## src/rtl/segmented_multi_vector_store_core_defines.svh

```systemverilog
// Assertion macros shared by the segmented multi-vector store RTL.
`ifndef SEGMENTED_MULTI_VECTOR_STORE_CORE_DEFINES_SVH
`define SEGMENTED_MULTI_VECTOR_STORE_CORE_DEFINES_SVH

`ifndef SYNTH
`define SMVS_ASSERT(label, cond) \
  label: assert property (@(posedge clk) disable iff (!rst_n) (cond)) \
    else $error("assertion failed");
`define SMVS_ASSERT_NEXT(label, ante, cons) \
  label: assert property (@(posedge clk) disable iff (!rst_n) (ante) |=> (cons)) \
    else $error("assertion failed");
`else
`define SMVS_ASSERT(label, cond)
`define SMVS_ASSERT_NEXT(label, ante, cons)
`endif

`endif

```

## src/rtl/smvs_pkg.sv

```systemverilog
// Package with constants, types and the capacity table of the segmented vector store.
package smvs_pkg;

  localparam int TILE_N      = 4096;
  localparam int MAX_VECTORS = 16;
  localparam int ADDR_W      = $clog2(TILE_N);
  localparam int CNT_W       = ADDR_W + 1;
  localparam int WORD_W      = 16;
  localparam int VID_W       = 4;
  localparam int VEC_W       = 5;
  localparam int OP_W        = 3;

  localparam logic [OP_W-1:0] OP_PUSH      = 3'd0;
  localparam logic [OP_W-1:0] OP_READ      = 3'd1;
  localparam logic [OP_W-1:0] OP_WRITE     = 3'd2;
  localparam logic [OP_W-1:0] OP_CLEAR     = 3'd3;
  localparam logic [OP_W-1:0] OP_CLEAR_ALL = 3'd4;
  localparam logic [OP_W-1:0] OP_QUERY     = 3'd5;

  localparam logic [CNT_W-1:0] CAP_TABLE [MAX_VECTORS+1] = '{
    CNT_W'(0),
    CNT_W'(TILE_N / 1),  CNT_W'(TILE_N / 2),  CNT_W'(TILE_N / 3),  CNT_W'(TILE_N / 4),
    CNT_W'(TILE_N / 5),  CNT_W'(TILE_N / 6),  CNT_W'(TILE_N / 7),  CNT_W'(TILE_N / 8),
    CNT_W'(TILE_N / 9),  CNT_W'(TILE_N / 10), CNT_W'(TILE_N / 11), CNT_W'(TILE_N / 12),
    CNT_W'(TILE_N / 13), CNT_W'(TILE_N / 14), CNT_W'(TILE_N / 15), CNT_W'(TILE_N / 16)
  };

  typedef struct packed {
    logic              en;
    logic              we;
    logic [ADDR_W-1:0] addr;
    logic [WORD_W-1:0] wdata;
  } ram_cmd_t;

  typedef struct packed {
    logic             accepted;
    logic             rd;
    logic [CNT_W-1:0] fill;
    logic [CNT_W-1:0] cap;
  } res_info_t;

  function automatic logic [CNT_W-1:0] cap_of(input logic [VEC_W-1:0] n);
    logic [CNT_W-1:0] c;
    c = '0;
    if (n <= VEC_W'(MAX_VECTORS)) begin
      c = CAP_TABLE[n];
    end
    return c;
  endfunction

endpackage

```

## src/rtl/smvs_issue.sv

```systemverilog
// Operation decode, fill counters, capacity register and store command generation.
module smvs_issue (
  input  logic                         clk,
  input  logic                         rst_n,
  input  logic                         cfg_we,
  input  logic [smvs_pkg::VEC_W-1:0]   cfg_wdata,
  input  logic                         fire,
  input  logic [smvs_pkg::OP_W-1:0]    op,
  input  logic [smvs_pkg::VID_W-1:0]   vector_id,
  input  logic [smvs_pkg::ADDR_W-1:0]  index,
  input  logic [smvs_pkg::WORD_W-1:0]  value,
  output smvs_pkg::ram_cmd_t           cmd,
  output smvs_pkg::res_info_t          info
);

  localparam int CW = smvs_pkg::CNT_W;
  localparam int AW = smvs_pkg::ADDR_W;
  localparam int PW = smvs_pkg::VID_W + CW;

  logic [smvs_pkg::VEC_W-1:0] vec_r;
  logic [CW-1:0]              cap_r;
  logic [CW-1:0]              cnt_r   [smvs_pkg::MAX_VECTORS];
  logic [CW-1:0]              cnt_nxt [smvs_pkg::MAX_VECTORS];

  logic          enabled;
  logic          vid_ok;
  logic          ok_out;
  logic          idx_ok;
  logic          acc;
  logic          clr_all;
  logic [CW-1:0] cnt_cur;
  logic [CW-1:0] cnt_new;
  logic [PW-1:0] prod;
  logic [AW-1:0] base;

  assign enabled = cap_r != '0;
  assign vid_ok  = enabled && ({1'b0, vector_id} < vec_r);
  assign cnt_cur = cnt_r[vector_id];
  assign prod    = PW'(vector_id) * PW'(cap_r);
  assign base    = prod[AW-1:0];
  assign idx_ok  = {1'b0, index} < cap_r;

  always_comb begin
    acc      = 1'b0;
    ok_out   = vid_ok;
    clr_all  = 1'b0;
    cnt_new  = cnt_cur;
    cmd      = '0;
    cmd.addr = base + index;
    cmd.wdata = value;
    unique case (op)
      smvs_pkg::OP_PUSH: begin
        acc      = vid_ok && (cnt_cur < cap_r);
        cmd.addr = base + cnt_cur[AW-1:0];
        cmd.en   = acc;
        cmd.we   = 1'b1;
        if (acc) begin
          cnt_new = cnt_cur + CW'(1);
        end
      end
      smvs_pkg::OP_READ: begin
        acc    = vid_ok && idx_ok;
        cmd.en = acc;
      end
      smvs_pkg::OP_WRITE: begin
        acc    = vid_ok && idx_ok;
        cmd.en = acc;
        cmd.we = 1'b1;
        if (acc && ({1'b0, index} >= cnt_cur)) begin
          cnt_new = {1'b0, index} + CW'(1);
        end
      end
      smvs_pkg::OP_CLEAR: begin
        acc = vid_ok;
        if (acc) begin
          cnt_new = '0;
        end
      end
      smvs_pkg::OP_CLEAR_ALL: begin
        acc     = enabled;
        clr_all = enabled;
        if (acc) begin
          cnt_new = '0;
        end
      end
      smvs_pkg::OP_QUERY: begin
        acc = vid_ok;
      end
      default: begin
        ok_out = 1'b0;
      end
    endcase
    cmd.en        = cmd.en && fire;
    info.accepted = acc;
    info.rd       = acc && (op == smvs_pkg::OP_READ);
    info.fill     = ok_out ? cnt_new : '0;
    info.cap      = ok_out ? cap_r : '0;
  end

  always_comb begin
    for (int i = 0; i < smvs_pkg::MAX_VECTORS; i++) begin
      cnt_nxt[i] = cnt_r[i];
      if (cfg_we || (fire && clr_all)) begin
        cnt_nxt[i] = '0;
      end
    end
    if (fire && vid_ok) begin
      cnt_nxt[vector_id] = cnt_new;
    end
  end

  always_ff @(posedge clk) begin
    if (!rst_n) begin
      vec_r <= '0;
      cap_r <= '0;
      for (int i = 0; i < smvs_pkg::MAX_VECTORS; i++) begin
        cnt_r[i] <= '0;
      end
    end else begin
      if (cfg_we) begin
        vec_r <= cfg_wdata;
        cap_r <= smvs_pkg::cap_of(cfg_wdata);
      end
      for (int i = 0; i < smvs_pkg::MAX_VECTORS; i++) begin
        cnt_r[i] <= cnt_nxt[i];
      end
    end
  end

endmodule

```

## config.mk

```make
export PLATFORM = sky130hd
export DESIGN_NAME = smvs_issue
export DESIGN_NICKNAME = d
export VERILOG_FILES = /design/src/rtl/segmented_multi_vector_store_core_defines.svh /design/src/rtl/smvs_pkg.sv /design/src/rtl/smvs_issue.sv
export SDC_FILE = /design/constraint.sdc
export NUM_CORES = 1
export LEC_CHECK = 0
export ABC_AREA = 0
export BUFFER_PORTS_ARGS = -buffer_cell sky130_fd_sc_hd__buf_2
export CORE_UTILIZATION = 65
export CTS_CLUSTER_DIAMETER = 120
export CTS_CLUSTER_SIZE = 8
export DETAILED_ROUTE_END_ITERATION = 8
export PLACE_DENSITY = 0.95
export SLEW_MARGIN = 20
export SYNTH_ARGS = -nofsm -noshare
export SYNTH_HDL_FRONTEND = slang
export SYNTH_SLANG_ARGS = --single-unit
```

## constraint.sdc

```tcl
create_clock -name clk -period 18.75 [get_ports clk]
set_clock_uncertainty 0.05 [all_clocks]
set_input_delay 5.625 -clock clk [delete_from_list [all_inputs] [get_ports clk]]
set_output_delay 5.625 -clock clk [all_outputs]
set_load 0.02 [all_outputs]
```

# ---- After elaboration in Yosys (flattened, before gate mapping)
# Memory sizes are Yosys's and may differ from the RTL's.
# Cells that the tools add are included.
dict set report totals {
  reg_bits 18
  ram_bits 208
  romBits 416
  inputBits 44
  output_inout_bits 58
  wordCells 110
  n_memories 2
}
dict set report classes {
  addsub 4
  mul 1
  magnitude_cmp 8
  n_eq_ne 5
  n_mux 54
  n_bitwise 18
  reduce_logical 16
}
# memory words width rd rd_ports_with_merged_regs wr line
set memory_table {}
lappend memory_table {{(name not given)} 32 13 1 0 0 smvs_pkg.sv:46} ;# c = CAP_TABLE[n];
lappend memory_table {cnt_r 16 13 17 0 16 smvs_issue.sv:22} ;# logic [CW-1:0] cnt_r [smvs_pkg::MAX_VECTORS];
# op count
set ops {}
lappend ops {{2-to-1 mux 13 bit} 42}
lappend ops {{bitwise mux 208 bit} 1}
lappend ops {{2-to-1 mux 208 bit} 1}
lappend ops {{demux 13 bit (select 4 bit)} 1}
lappend ops {{one-hot mux 13 bit (4 select lines)} 1}
lappend ops {{adder 12 bit} 2}
lappend ops {{OR 1 bit} 16}
lappend ops {{adder 12 x 1 -> 13 bit, second input constant} 1}
lappend ops {{adder 13 x 1 -> 13 bit, second input constant} 1}
lappend ops {{greater-or-equal comparator 12 x 13 -> 1 bit} 1}
lappend ops {{less-than comparator 12 x 13 -> 1 bit} 1}
lappend ops {{less-than comparator 13 bit} 1}
lappend ops {{multiplier 4 x 13 -> 12 bit} 1}
lappend ops {{nonzero test 13 bit} 1}
lappend ops {{2-to-1 mux 12 bit} 1}
lappend ops {{logical AND 1 bit} 9}
lappend ops {{== test 3 x 2 -> 1 bit, second input constant} 2}
lappend ops {{== test 3 bit, second input constant} 2}
lappend ops {{greater-or-equal comparator 6 bit, second input constant} 1}
lappend ops {{inverter 5 -> 6 bit} 1}
lappend ops {{OR reduction 2 bit} 3}
lappend ops {{OR reduction 6 bit} 1}
lappend ops {{greater-or-equal comparator 5 bit, second input constant} 1}
lappend ops {{<= comparator 5 bit, second input constant} 1}
lappend ops {{other kinds (9)} 13}

# ---- Depth between registers and ports, before layout
# Gate-level depths: netlist of the first run.
dict set report depth {
  word_depth 9
  ltp_mapped 25
  mapped_depth_nobuf 19
}

# ---- Least setup slack after synthesis of the first run
# OpenSTA, ideal clock, no wires.
dict set report synth_path {
  path_kind {input -> output}
  startpoint {input vector_id[1] (netlist bit)}
  endpoint {output cmd[26] (netlist bit)}
  arrival_time_ns 10.631
  t_required_ns 13.075
  setup_slack_ns 2.444
  path_stages 21
  cell_sequence {buf_2 > buf_2 > buf_4 > buf_2 > clkbuf_1 > clkbuf_1 > nand2_1 > fa_1 > inv_1 > fa_1 > inv_1 > fa_1 > inv_1 > ha_1 > a21oi_1 > o21bai_1 > a21oi_1 > o21bai_1 > a21oi_1 > nor2b_1 > o311ai_0}
}
# element line
set synth_rtl {}
lappend synth_rtl {{from (decl)} smvs_issue.sv:9} ;# input logic [smvs_pkg::VID_W-1:0] vector_id,
lappend synth_rtl {{to (decl)} smvs_issue.sv:12} ;# output smvs_pkg::ram_cmd_t cmd,

==> out/metrics.yaml, run 1 <==
critical_path:
  crit_arrival_ns: 11.38
  worst-path-max-fanout: 38
  worstPathRequired_ns: 13.07
  slowest_stage: "buf_2"
  crit_chain: "buf_2, buf_4, mux4_2, a22oi_1, and2_1, inv_1, ha_1, and2_0, a221o_1, a221oi_1, o211ai_1, or3_4, nor4_1, or3_1, and2_1, buf_2"
  cpPeakStageDelay_ns: 0.63
  reg2reg_depth: 13
  critPathBufInv: 4
  worst_setup_path_end_kind: "output port"
  crit_cells: 16
  cp-start-kind: "input pin"
  crit_type: "input pin to output port"
  critical_path.top_delay_family: "simple AND/OR/NAND/NOR gates"
routing:
  drc: 0
  ant_nets: 0
  wl_um: 42000
  vias: 12200
  drt-initial-drc-count: 1752
  drt_first_pass_iters: 8
  avgViaCountPerCell: 7.15
  wl_per_cell_um: 24.5
grt:
  grt_busiest_layer: "met2"
  grt_use_met1: 0.473
  grtUsageMet2: 0.630
  overflow: 0
  grt_pass1_vias: 12300
  grt_antenna_before_repair: 1
  gr-usage-all-layers: 0.399
  grt_max_degree: 83
  grt_first_pass_wirelength_um: 65900
  grt_use_met3: 0.103
status:
  outcome: "completed"
power_and_ir_drop:
  switching_share: 0.273
  ir_worst_vdd_uv: 83.2
  p_comb_frac: 0.119
  pwr-share-clk: 0.466
  seqPwrFrac: 0.415
  p_sw_uw: 319
  p_leak_nw: 5.75
  cellPowerDensity_nw_per_um2: 81.0
  internal_power_uw: 849
timing:
  fin_crit_ns: 17.06
  fmax_mhz: 58.6
  tns_ns: 0
  slew_headroom: 0.172
  setup_viol: 0
  tightestPinTransition_ns: 1.24
  maxSlewViolCount: 0
  rsz0062_at_grt: "no"
  hold_viol: 0
  fin_crit_sh: 0.910
floorplan:
  start_util: 0.673
  die_y_um: 145
  core_um2: 19700
  placement_rows: 51
  die_w_um: 145
  ioPinCount: 102
  die-area_um2: 21000
synthesis:
  ys_seq_area_frac: 0.341
  ys.flop_type: "dfxtp_1"
  async_flop_share: 0
  synthCells: 1422
  synth_edf_count: 0
  ys_ff_latch: 226
  synthesis.area_um2: 13300
  syn_nets: 1552
  avgSynthCellArea_um2: 9.34
  ys_warn_count: 0
  yosys.cell_types.count: 84
clock_network:
  tritoncts: "yes"
  htreeDepth: 2
  cts_resized: 0
  cts_sinks: 226
  clockBufferDepth: 3
  cts_hold_buf: 0
  cts_buffers: 34
  cts_setup_buffers: 0
  clockRootBuffer: "clkbuf_16"
  clk-insertion-delay-late_ns: 0.52
  clk_pin_slew_ns: 0.04
layout:
  final_cell_mix: "dfxtp_1, nand2_1, a22o_1"
  layout-drive-gt1-share: 0.144
  syn_to_final_growth_pct: 8.63
  final_common_cell: "dfxtp_1"
  fin_area_um2: 14400
  layout.nets: 1573
  fillers: 1313
placement:
  place_area_um2: 13500
  portBuffers: 69
  dp_hpwl_um: 27600
  gp_congestion: 0.984
job:
  drv_cap: 0
min_path:
  hold_depth: 2
  worst_hold_path_type: "flop to flop"
-- sequential cells by signal (all words and copies together) (netlist names) --
signal and count:
cnt_r 208, cap_r 13, vec_r 5
-- per-layer routing --
metal / vias up / wire (um)
met5: - / 13
met4: 2 / 3360
met3: 304 / 5170
met2: 1029 / 18700
met1: 5682 / 14700
li1: 5222 / -
-- tightest hold or removal path, stage by stage, from the launching register on --
cell and delay [ns]:
dfxtp_1 0.30, nand2_1 0.05, o21ai_1 0.05
-- cells by family after synthesis --
group / Yosys count / share of synthesized area
flops: 226 / 0.341
fa+ha+maj: 86 / 0.0912
mux: 67 / 0.101
buf+inv: 176 / 0.0662
compound gates: 397 / 0.219
xor+xnor: 37 / 0.0244
simple gates: 433 / 0.158
-- cell type report --
class	instances	area (um^2)	area share
diodes	1	2.50	0.000173
well taps	265	332	0.0230
flip-flops and latches	226	4520	0.314
clock buffers	34	851	0.0590
repair buffers	87	483	0.0335
clock inverters	4	67.6	0.00468
inverters	74	278	0.0193
multi-input cells	1020	7890	0.547
-- cells in the mapped netlist (3+ instances only) --
master | n | share of area
dfxtp_1 | 226 | 0.34
nand2_1 | 134 | 0.038
a22o_1 | 133 | 0.088
nor2_1 | 109 | 0.031
a21oi_1 | 73 | 0.028
inv_1 | 73 | 0.021
ha_1 | 68 | 0.064
nand3_1 | 60 | 0.023
o21ai_0 | 59 | 0.022
mux4_2 | 52 | 0.088
clkbuf_1 | 43 | 0.012
and2_1 | 41 | 0.019
o21ai_1 | 28 | 0.011
xnor2_1 | 25 | 0.016
buf_4 | 22 | 0.012
buf_2 | 19 | 0.0072
fa_1 | 18 | 0.027
nor3_1 | 18 | 0.0068
o31ai_1 | 16 | 0.0090
a22oi_1 | 13 | 0.0073
buf_6 | 12 | 0.010
mux2i_1 | 12 | 0.0090
xor2_1 | 12 | 0.0079
a21o_1 | 11 | 0.0062
nand4_1 | 9 | 0.0042
nor2b_1 | 9 | 0.0042
nand2b_1 | 7 | 0.0033
a221o_1 | 6 | 0.0045
a31oi_1 | 6 | 0.0028
and4_1 | 6 | 0.0040
o21bai_1 | 5 | 0.0028
or3_1 | 5 | 0.0024
a211oi_1 | 4 | 0.0023
a21boi_0 | 4 | 0.0023
and3_1 | 4 | 0.0019
buf_1 | 4 | 0.0011
nor3b_1 | 4 | 0.0023
nor4_1 | 4 | 0.0019
a221oi_1 | 3 | 0.0020
a221oi_2 | 3 | 0.0034
o22ai_1 | 3 | 0.0014
o32ai_1 | 3 | 0.0020
-- through the flow --
stage | hold WS [ns] | worst slack [ns] | power, mW | util | cells
2_1_floorplan | 0.370 | 2.44 | 0.595 | - | 1422
3_5_place_dp | 0.389 | 1.94 | 0.628 | 0.685 | 1672
6_report | 0.393 | 1.69 | 1.17 | 0.732 | 1711
4_1_cts | 0.395 | 1.87 | 1.16 | 0.731 | 1710
5_1_grt | 0.429 | 1.46 | 1.20 | 0.731 | 1710
3_3_place_gp | 0.381 | 1.98 | 0.624 | 0.685 | 1672
-- final timing paths --
path	start	endpoint	slack [ns]
setup / recovery	vector_id[1]	info[22]	1.69
hold / removal	cnt_r[9][11]	cnt_r[9][11]	0.39
setup reg to reg	cnt_r[11][7]	cnt_r[14][12]	13.58
hold reg to reg	cnt_r[9][11]	cnt_r[9][11]	0.39
-- power by group through the flow --
stage	logic, mW	registers (mW)	clock network [mW]
floorplan	0.101	0.494	0
global placement	0.130	0.494	0
global route	0.148	0.485	0.565
detailed placement	0.133	0.495	0
CTS	0.134	0.485	0.543
finish	0.139	0.485	0.544
Note: power is estimated with default switching activity, not from simulation.
==> run 2, diff against run 1 <==
- CORE_UTILIZATION: 65 -> 30
- PLACE_DENSITY: 0.95 -> 0.57
==> run 2 against run 1 <==
- total power shrank 0.49%
- count of clock-buffer cells in the layout grew 1
- worst setup slack lost 0.12 ns
- clock power shrank 0.7%
- hold slack lost 0.0021 ns
- design area grew 2.9%
- first-iteration DRC count shrank 26%
- cell count grew 19%
- sequential power is essentially flat
- non-clock buffer count grew 4
- critical endpoint is now info[25]
- largest power group unchanged
==> out/metrics.yaml, run 2 (synthesis gave the netlist of run 1 again) <==
routing:
  drt_first_pass_iters: 5  # was 8
  ant_nets: 0  # unchanged
  drt-initial-drc-count: 1288  # was 1752
  vias: 11100  # was 12200
  avgViaCountPerCell: 5.45  # was 7.15
  wl_per_cell_um: 19.9  # was 24.5 um
  drc: 0  # unchanged
  wl_um: 40500  # was 42000 um
grt:
  grt_pass1_vias: 10900  # was 12300
  grt_max_degree: 83  # unchanged
  grt_antenna_before_repair: 0  # was 1
  overflow: 0  # unchanged
  gr-usage-all-layers: 0.180  # was 0.399
  grt_first_pass_wirelength_um: 63100  # was 65900 um
layout:
  layout-drive-gt1-share: 0.146  # was 0.144
  layout.nets: 1577  # was 1573
  multi_input_area_um2: 7890  # about the same
  syn_to_final_growth_pct: 11.8  # was 8.63%
  regArea_um2: 4520  # unchanged
  n_antenna_cell: 0  # was 1
  final_common_cell: "dfxtp_1"  # unchanged
  largest_reg_flops: 208  # unchanged
  final_cell_mix: "dfxtp_1, nand2_1, a22o_1"  # unchanged
  top_register: "cnt_r"  # unchanged
  reg_top3: "cnt_r: 208 flops, cap_r: 13 flops, vec_r: 5 flops"  # unchanged
  fillers: 4425  # was 1313
min_path:
  hold_depth: 2  # unchanged
  worst_hold_path_type: "flop to flop"  # unchanged
  hold_path_end: "cnt_r[13][11]"  # was cnt_r[9][11]
  min_from: "cnt_r[13][11]"  # was cnt_r[9][11]
placement:
  gp_congestion: 0.927  # was 0.984
  portBuffers: 69  # unchanged
  dp_hpwl_um: 29300  # was 27600 um
timing:
  setup_viol: 0  # unchanged
  maxSlewViolCount: 0  # unchanged
  fin_crit_ns: 17.17  # was 17.06 ns
  slew_headroom: 0.233  # was 0.172
  fin_crit_sh: 0.916  # was 0.910
  rsz0062_at_grt: "no"  # unchanged
  tns_ns: 0  # unchanged
  fmax_mhz: 58.2  # was 58.6 MHz
  hold_viol: 0  # unchanged
  tightestPinTransition_ns: 1.15  # was 1.24 ns
clock_network:
  cts_sinks: 226  # unchanged
  clk_pin_slew_ns: 0.05  # was 0.04 ns
  cts_hold_buf: 0  # unchanged
  clockBufferDepth: 3  # unchanged
  cts_buffers: 34  # unchanged
  clk-insertion-delay-late_ns: 0.51  # was 0.52 ns
  clockRootBuffer: "clkbuf_16"  # unchanged
  cts_resized: 0  # unchanged
  htreeDepth: 2  # unchanged
  cts_setup_buffers: 0  # unchanged
  tritoncts: "yes"  # unchanged
critical_path:
  cp-start-kind: "input pin"  # unchanged
  rr_endpoint: "cnt_r[6][10]"  # was cnt_r[14][12]
  reg2reg_depth: 13  # unchanged
  worstPathRequired_ns: 13.07  # about the same
  crit_arrival_ns: 11.50  # was 11.38 ns
  r2r-start: "cnt_r[11][6]"  # was cnt_r[11][7]
  worst_setup_path_end_kind: "output port"  # unchanged
  crit_type: "input pin to output port"  # unchanged
  rrSetupSlack_ns: 13.48  # was 13.58 ns
  worst-path-max-fanout: 39  # was 38
power_and_ir_drop:
  total_power_mw: 1.16  # was 1.17 mW
  internal_power_uw: 854  # was 849 uW
  pwr-share-clk: 0.465  # was 0.466
  ir_worst_vdd_uv: 49.6  # was 83.2 uV
  switching_share: 0.265  # was 0.273
  p_comb_frac: 0.118  # was 0.119
  seqPwrFrac: 0.417  # was 0.415
  p_sw_uw: 308  # was 319 uW
  cellPowerDensity_nw_per_um2: 78.3  # was 81.0 nW/um^2
  p_leak_nw: 5.77  # was 5.75 nW
floorplan:
  core_um2: 43400  # was 19700 um^2
  die_y_um: 212  # was 145 um
  die_w_um: 212  # was 145 um
  placement_rows: 76  # was 51
  start_util: 0.306  # was 0.673
  ioPinCount: 102  # unchanged
  die-area_um2: 45100  # was 21000 um^2
status:
  outcome: "completed"  # unchanged
job:
  drv_cap: 0  # unchanged
==> run 2: cell types whose count changed in the layout (fill, tap and decap cells not counted) <==
cell       change
buf_4          +4
clkinv_8       +2
clkbuf_16      +1
clkinv_16      -1
diode_2        -1
inv_16         -1
inv_6          -1
nor2b_1        +1
nor2b_2        -1
==> run 2: stage by stage <==
step / area [um^2] / utilization / setup WS (ns) / std cells / hold WS, ns
CTS: 14800 / 0.342 / 1.59 / 2034 / 0.393
detailed placement: 13900 / 0.321 / 1.60 / 1996 / 0.387
finish: 14800 / 0.342 / 1.58 / 2034 / 0.391
global route: 14800 / 0.342 / 1.18 / 2034 / 0.410
global placement: 13900 / 0.321 / 1.68 / 1996 / 0.382
floorplan: 13300 / - / 2.44 / 1422 / 0.370
==> run 2: cell type report <==
class | count | share of cell area
Clock buffer | 35 | 0.0590
Tap cell | 585 | 0.0493
Sequential cell | 226 | 0.305
Inverter | 74 | 0.0187
Clock inverter | 3 | 0.00278
Multi-Input combinational cell | 1020 | 0.531
Timing Repair Buffer | 91 | 0.0345
==> run 2: how the worst max path moves through the flow <==
| stage | from | endpoint |
|---|---|---|
| 5_1_grt | vector_id[0] | info[23] |
| 6_report | vector_id[0] | info[25] |
| 3_3_place_gp | vector_id[0] | info[25] |
| 3_5_place_dp | vector_id[0] | info[25] |
| 4_1_cts | vector_id[0] | info[25] |
| 2_1_floorplan | vector_id[1] | cmd[26] |
==> run 2: power by group through the flow <==
stage / clock, mW / combinational, mW / sequential [mW]
6_report: 0.540 / 0.137 / 0.485
5_1_grt: 0.566 / 0.150 / 0.485
4_1_cts: 0.548 / 0.137 / 0.485
3_5_place_dp: 0 / 0.136 / 0.495
3_3_place_gp: 0 / 0.135 / 0.495
2_1_floorplan: 0 / 0.101 / 0.494
==> run 2: metal layers <==
layer	up-vias	wire (um)	share of wire	global-route usage
li1	5236	-	-	-
met4	0	873	0.022	0.0496
met5	-	0	0	0
met3	58	2540	0.063	0.0260
met1	5383	18000	0.44	0.239
met2	408	19100	0.47	0.302
==> run 2: worst max-delay path, cell delays in order <==
cell and delay [ns]:
buf_4 0.46, buf_4 0.44, mux4_2 0.56, a22o_1 0.28, a221oi_1 0.87, inv_1 0.17, ha_1 0.35, and4_1 0.20
a221oi_1 0.27, o211ai_1 0.42, or2_2 0.51, or4_1 0.53, o221a_2 0.41, nor2_1 0.15, buf_2 0.19
==> run 3, diff against run 2 <==
- clock period: 18.75 -> 19.4 ns (I/O delays scaled with it)
==> run 3 against run 2 <==
- flip-flop and latch count unchanged
- design area hardly changed
- wire length is 1.6% higher
- sequential power shrank 3%
- combinational power is 3% lower
- count of clock-buffer cells in the layout did not move
- worst setup slack better by 0.21 ns
- hold slack gained 0.0023 ns
- sequential share of layout area barely moved
==> out/metrics.yaml, run 3 (synthesis gave the netlist of run 1 again) <==
grt:
  grt_first_pass_wirelength_um: 64300  # was 63100 um
  overflow: 0  # unchanged
  gr-usage-all-layers: 0.183  # was 0.180
  grt_antenna_before_repair: 1  # was 0
  grt_pass1_vias: 11100  # was 10900
  grt_max_degree: 83  # unchanged
timing:
  fin_crit_sh: 0.908
  setup_viol: 0  # unchanged
  rsz0062_at_grt: "no"  # unchanged
  fmax_mhz: 56.8
  hold_ws_ns: 0.393  # was 0.391 ns
  fin_crit_ns: 17.61
  slew_headroom: 0.303  # was 0.233
  hold_viol: 0  # unchanged
  tns_ns: 0  # unchanged
  maxSlewViolCount: 0  # unchanged
  tightestPinTransition_ns: 1.05  # was 1.15 ns
routing:
  vias: 11200  # was 11100
  wl_per_cell_um: 20.2  # was 19.9 um
  ant_nets: 0  # unchanged
  drt_first_pass_iters: 7  # was 5
  drc: 0  # unchanged
  avgViaCountPerCell: 5.48  # was 5.45
  drt-initial-drc-count: 1036  # was 1288
  wl_um: 41100  # was 40500 um
critical_path:
  worst_setup_path_end_kind: "output port"  # unchanged
  crit_arrival_ns: 11.74  # was 11.50 ns
  cp-start-kind: "input pin"  # unchanged
  critPathBufInv: 4  # unchanged
  worstPathRequired_ns: 13.53  # was 13.07 ns
  slowest_stage: "o211ai_1"  # was a221oi_1
  crit_chain: "buf_2, buf_4, mux4_2, a22o_1, a221oi_1, inv_1, ha_1, and4_1, nand4_1, o211ai_1, nor3_2, and4_1, or3_1, and2_1, buf_2"  # was buf_4, buf_4, mux4_2, a22o_1, a221oi_1, inv_1, ha_1, and4_1, a221oi_1, o211ai_1, or2_2, or4_1, o221a_2, nor2_1, buf_2
  cpPeakStageDelay_ns: 0.81  # was 0.87 ns
  crit_type: "input pin to output port"  # unchanged
  critical_path.top_delay_family: "compound AO/OA/AOI/OAI gates"  # unchanged
  worst-path-max-fanout: 39  # unchanged
layout:
  fin_util: 0.342  # about the same
  final_cell_mix: "dfxtp_1, nand2_1, a22o_1"  # unchanged
  syn_to_final_growth_pct: 11.8  # about the same
  largest_reg_flops: 208  # unchanged
  regArea_um2: 4520  # unchanged
  reg_top3: "cnt_r: 208 flops, cap_r: 13 flops, vec_r: 5 flops"  # unchanged
  multi_input_area_um2: 7890  # unchanged
  top_register: "cnt_r"  # unchanged
  final_common_cell: "dfxtp_1"  # unchanged
  layout.nets: 1575  # was 1577
  fin_area_um2: 14800  # about the same
  fillers: 4410  # was 4425
  layout-drive-gt1-share: 0.144  # was 0.146
  layout.cells.non_filler: 2034  # unchanged
floorplan:
  die-area_um2: 45100  # unchanged
  core_um2: 43400  # unchanged
  ioPinCount: 102  # unchanged
  die_w_um: 212  # unchanged
  start_util: 0.306  # unchanged
  placement_rows: 76  # unchanged
  die_y_um: 212  # unchanged
clock_network:
  clk-insertion-delay-late_ns: 0.52  # was 0.51 ns
  cts_buffers: 34  # unchanged
  cts_sinks: 226  # unchanged
  htreeDepth: 2  # unchanged
  cts_hold_buf: 0  # unchanged
  cts_setup_buffers: 0  # unchanged
  cts_resized: 0  # unchanged
  clk_pin_slew_ns: 0.04  # was 0.05 ns
  clockRootBuffer: "clkbuf_16"  # unchanged
  clockBufferDepth: 3  # unchanged
  tritoncts: "yes"  # unchanged
power_and_ir_drop:
  p_leak_nw: 5.76  # was 5.77 nW
  cellPowerDensity_nw_per_um2: 76.1  # was 78.3 nW/um^2
  ir_worst_vdd_uv: 62.2  # was 49.6 uV
placement:
  place_area_um2: 13900  # about the same
  portBuffers: 69  # unchanged
  dp_hpwl_um: 29500  # was 29300 um
  dp_cells: 1994  # was 1996
  gp_congestion: 0.904  # was 0.927
status:
  outcome: "completed"  # unchanged
job:
  drv_cap: 0  # unchanged
min_path:
  worst_hold_path_type: "flop to flop"  # unchanged
run 3: path summary, 6_finish.rpt:
path                              startpoint            end  slack, ns  cells past startpoint
worst max-delay path            vector_id[1]       info[21]       1.79                     15
worst min-delay path            cnt_r[9][11]   cnt_r[9][11]       0.39                      2
worst max register to register  cnt_r[11][6]  cnt_r[10][12]      14.20                     13
worst min register to register  cnt_r[9][11]   cnt_r[9][11]       0.39                      2
run 3: report_power, final:
part / switching (mW) / internal (mW) / total, mW
clock network: 0.213 / 0.314 / 0.527
logic: 0.0926 / 0.0407 / 0.133
registers: 0.00214 / 0.467 / 0.469
run 3: per-stage QoR:
stage	total power, mW	setup WS [ns]
3_5_place_dp	0.610	1.90
5_1_grt	1.17	1.51
4_1_cts	1.14	1.89
3_3_place_gp	0.609	2.05
6_report	1.13	1.79
2_1_floorplan	0.575	2.70
run 3: area by class of cell:
type                       count  share of cell area
inverter                      74              0.0187
sequential                   226               0.305
timing repair buffer          89              0.0336
clock buffer                  35              0.0576
antenna                        1            0.000169
multi-input combinational   1020               0.531
clock inverter                 4             0.00447
tap                          585              0.0493
run 3: per-layer routing:
layer / vias up / global-route usage / share of wire
met2: 371 / 0.306 / 0.47
met1: 5503 / 0.243 / 0.45
li1: 5218 / - / -
met4: 0 / 0.0556 / 0.023
met3: 64 / 0.0253 / 0.058
met5: - / 0 / 0
run 3: tightest hold or removal path, cell delays in order (launching register included):
cell and delay [ns]:
dfxtp_1 0.30, nand2_1 0.05, o21ai_1 0.05
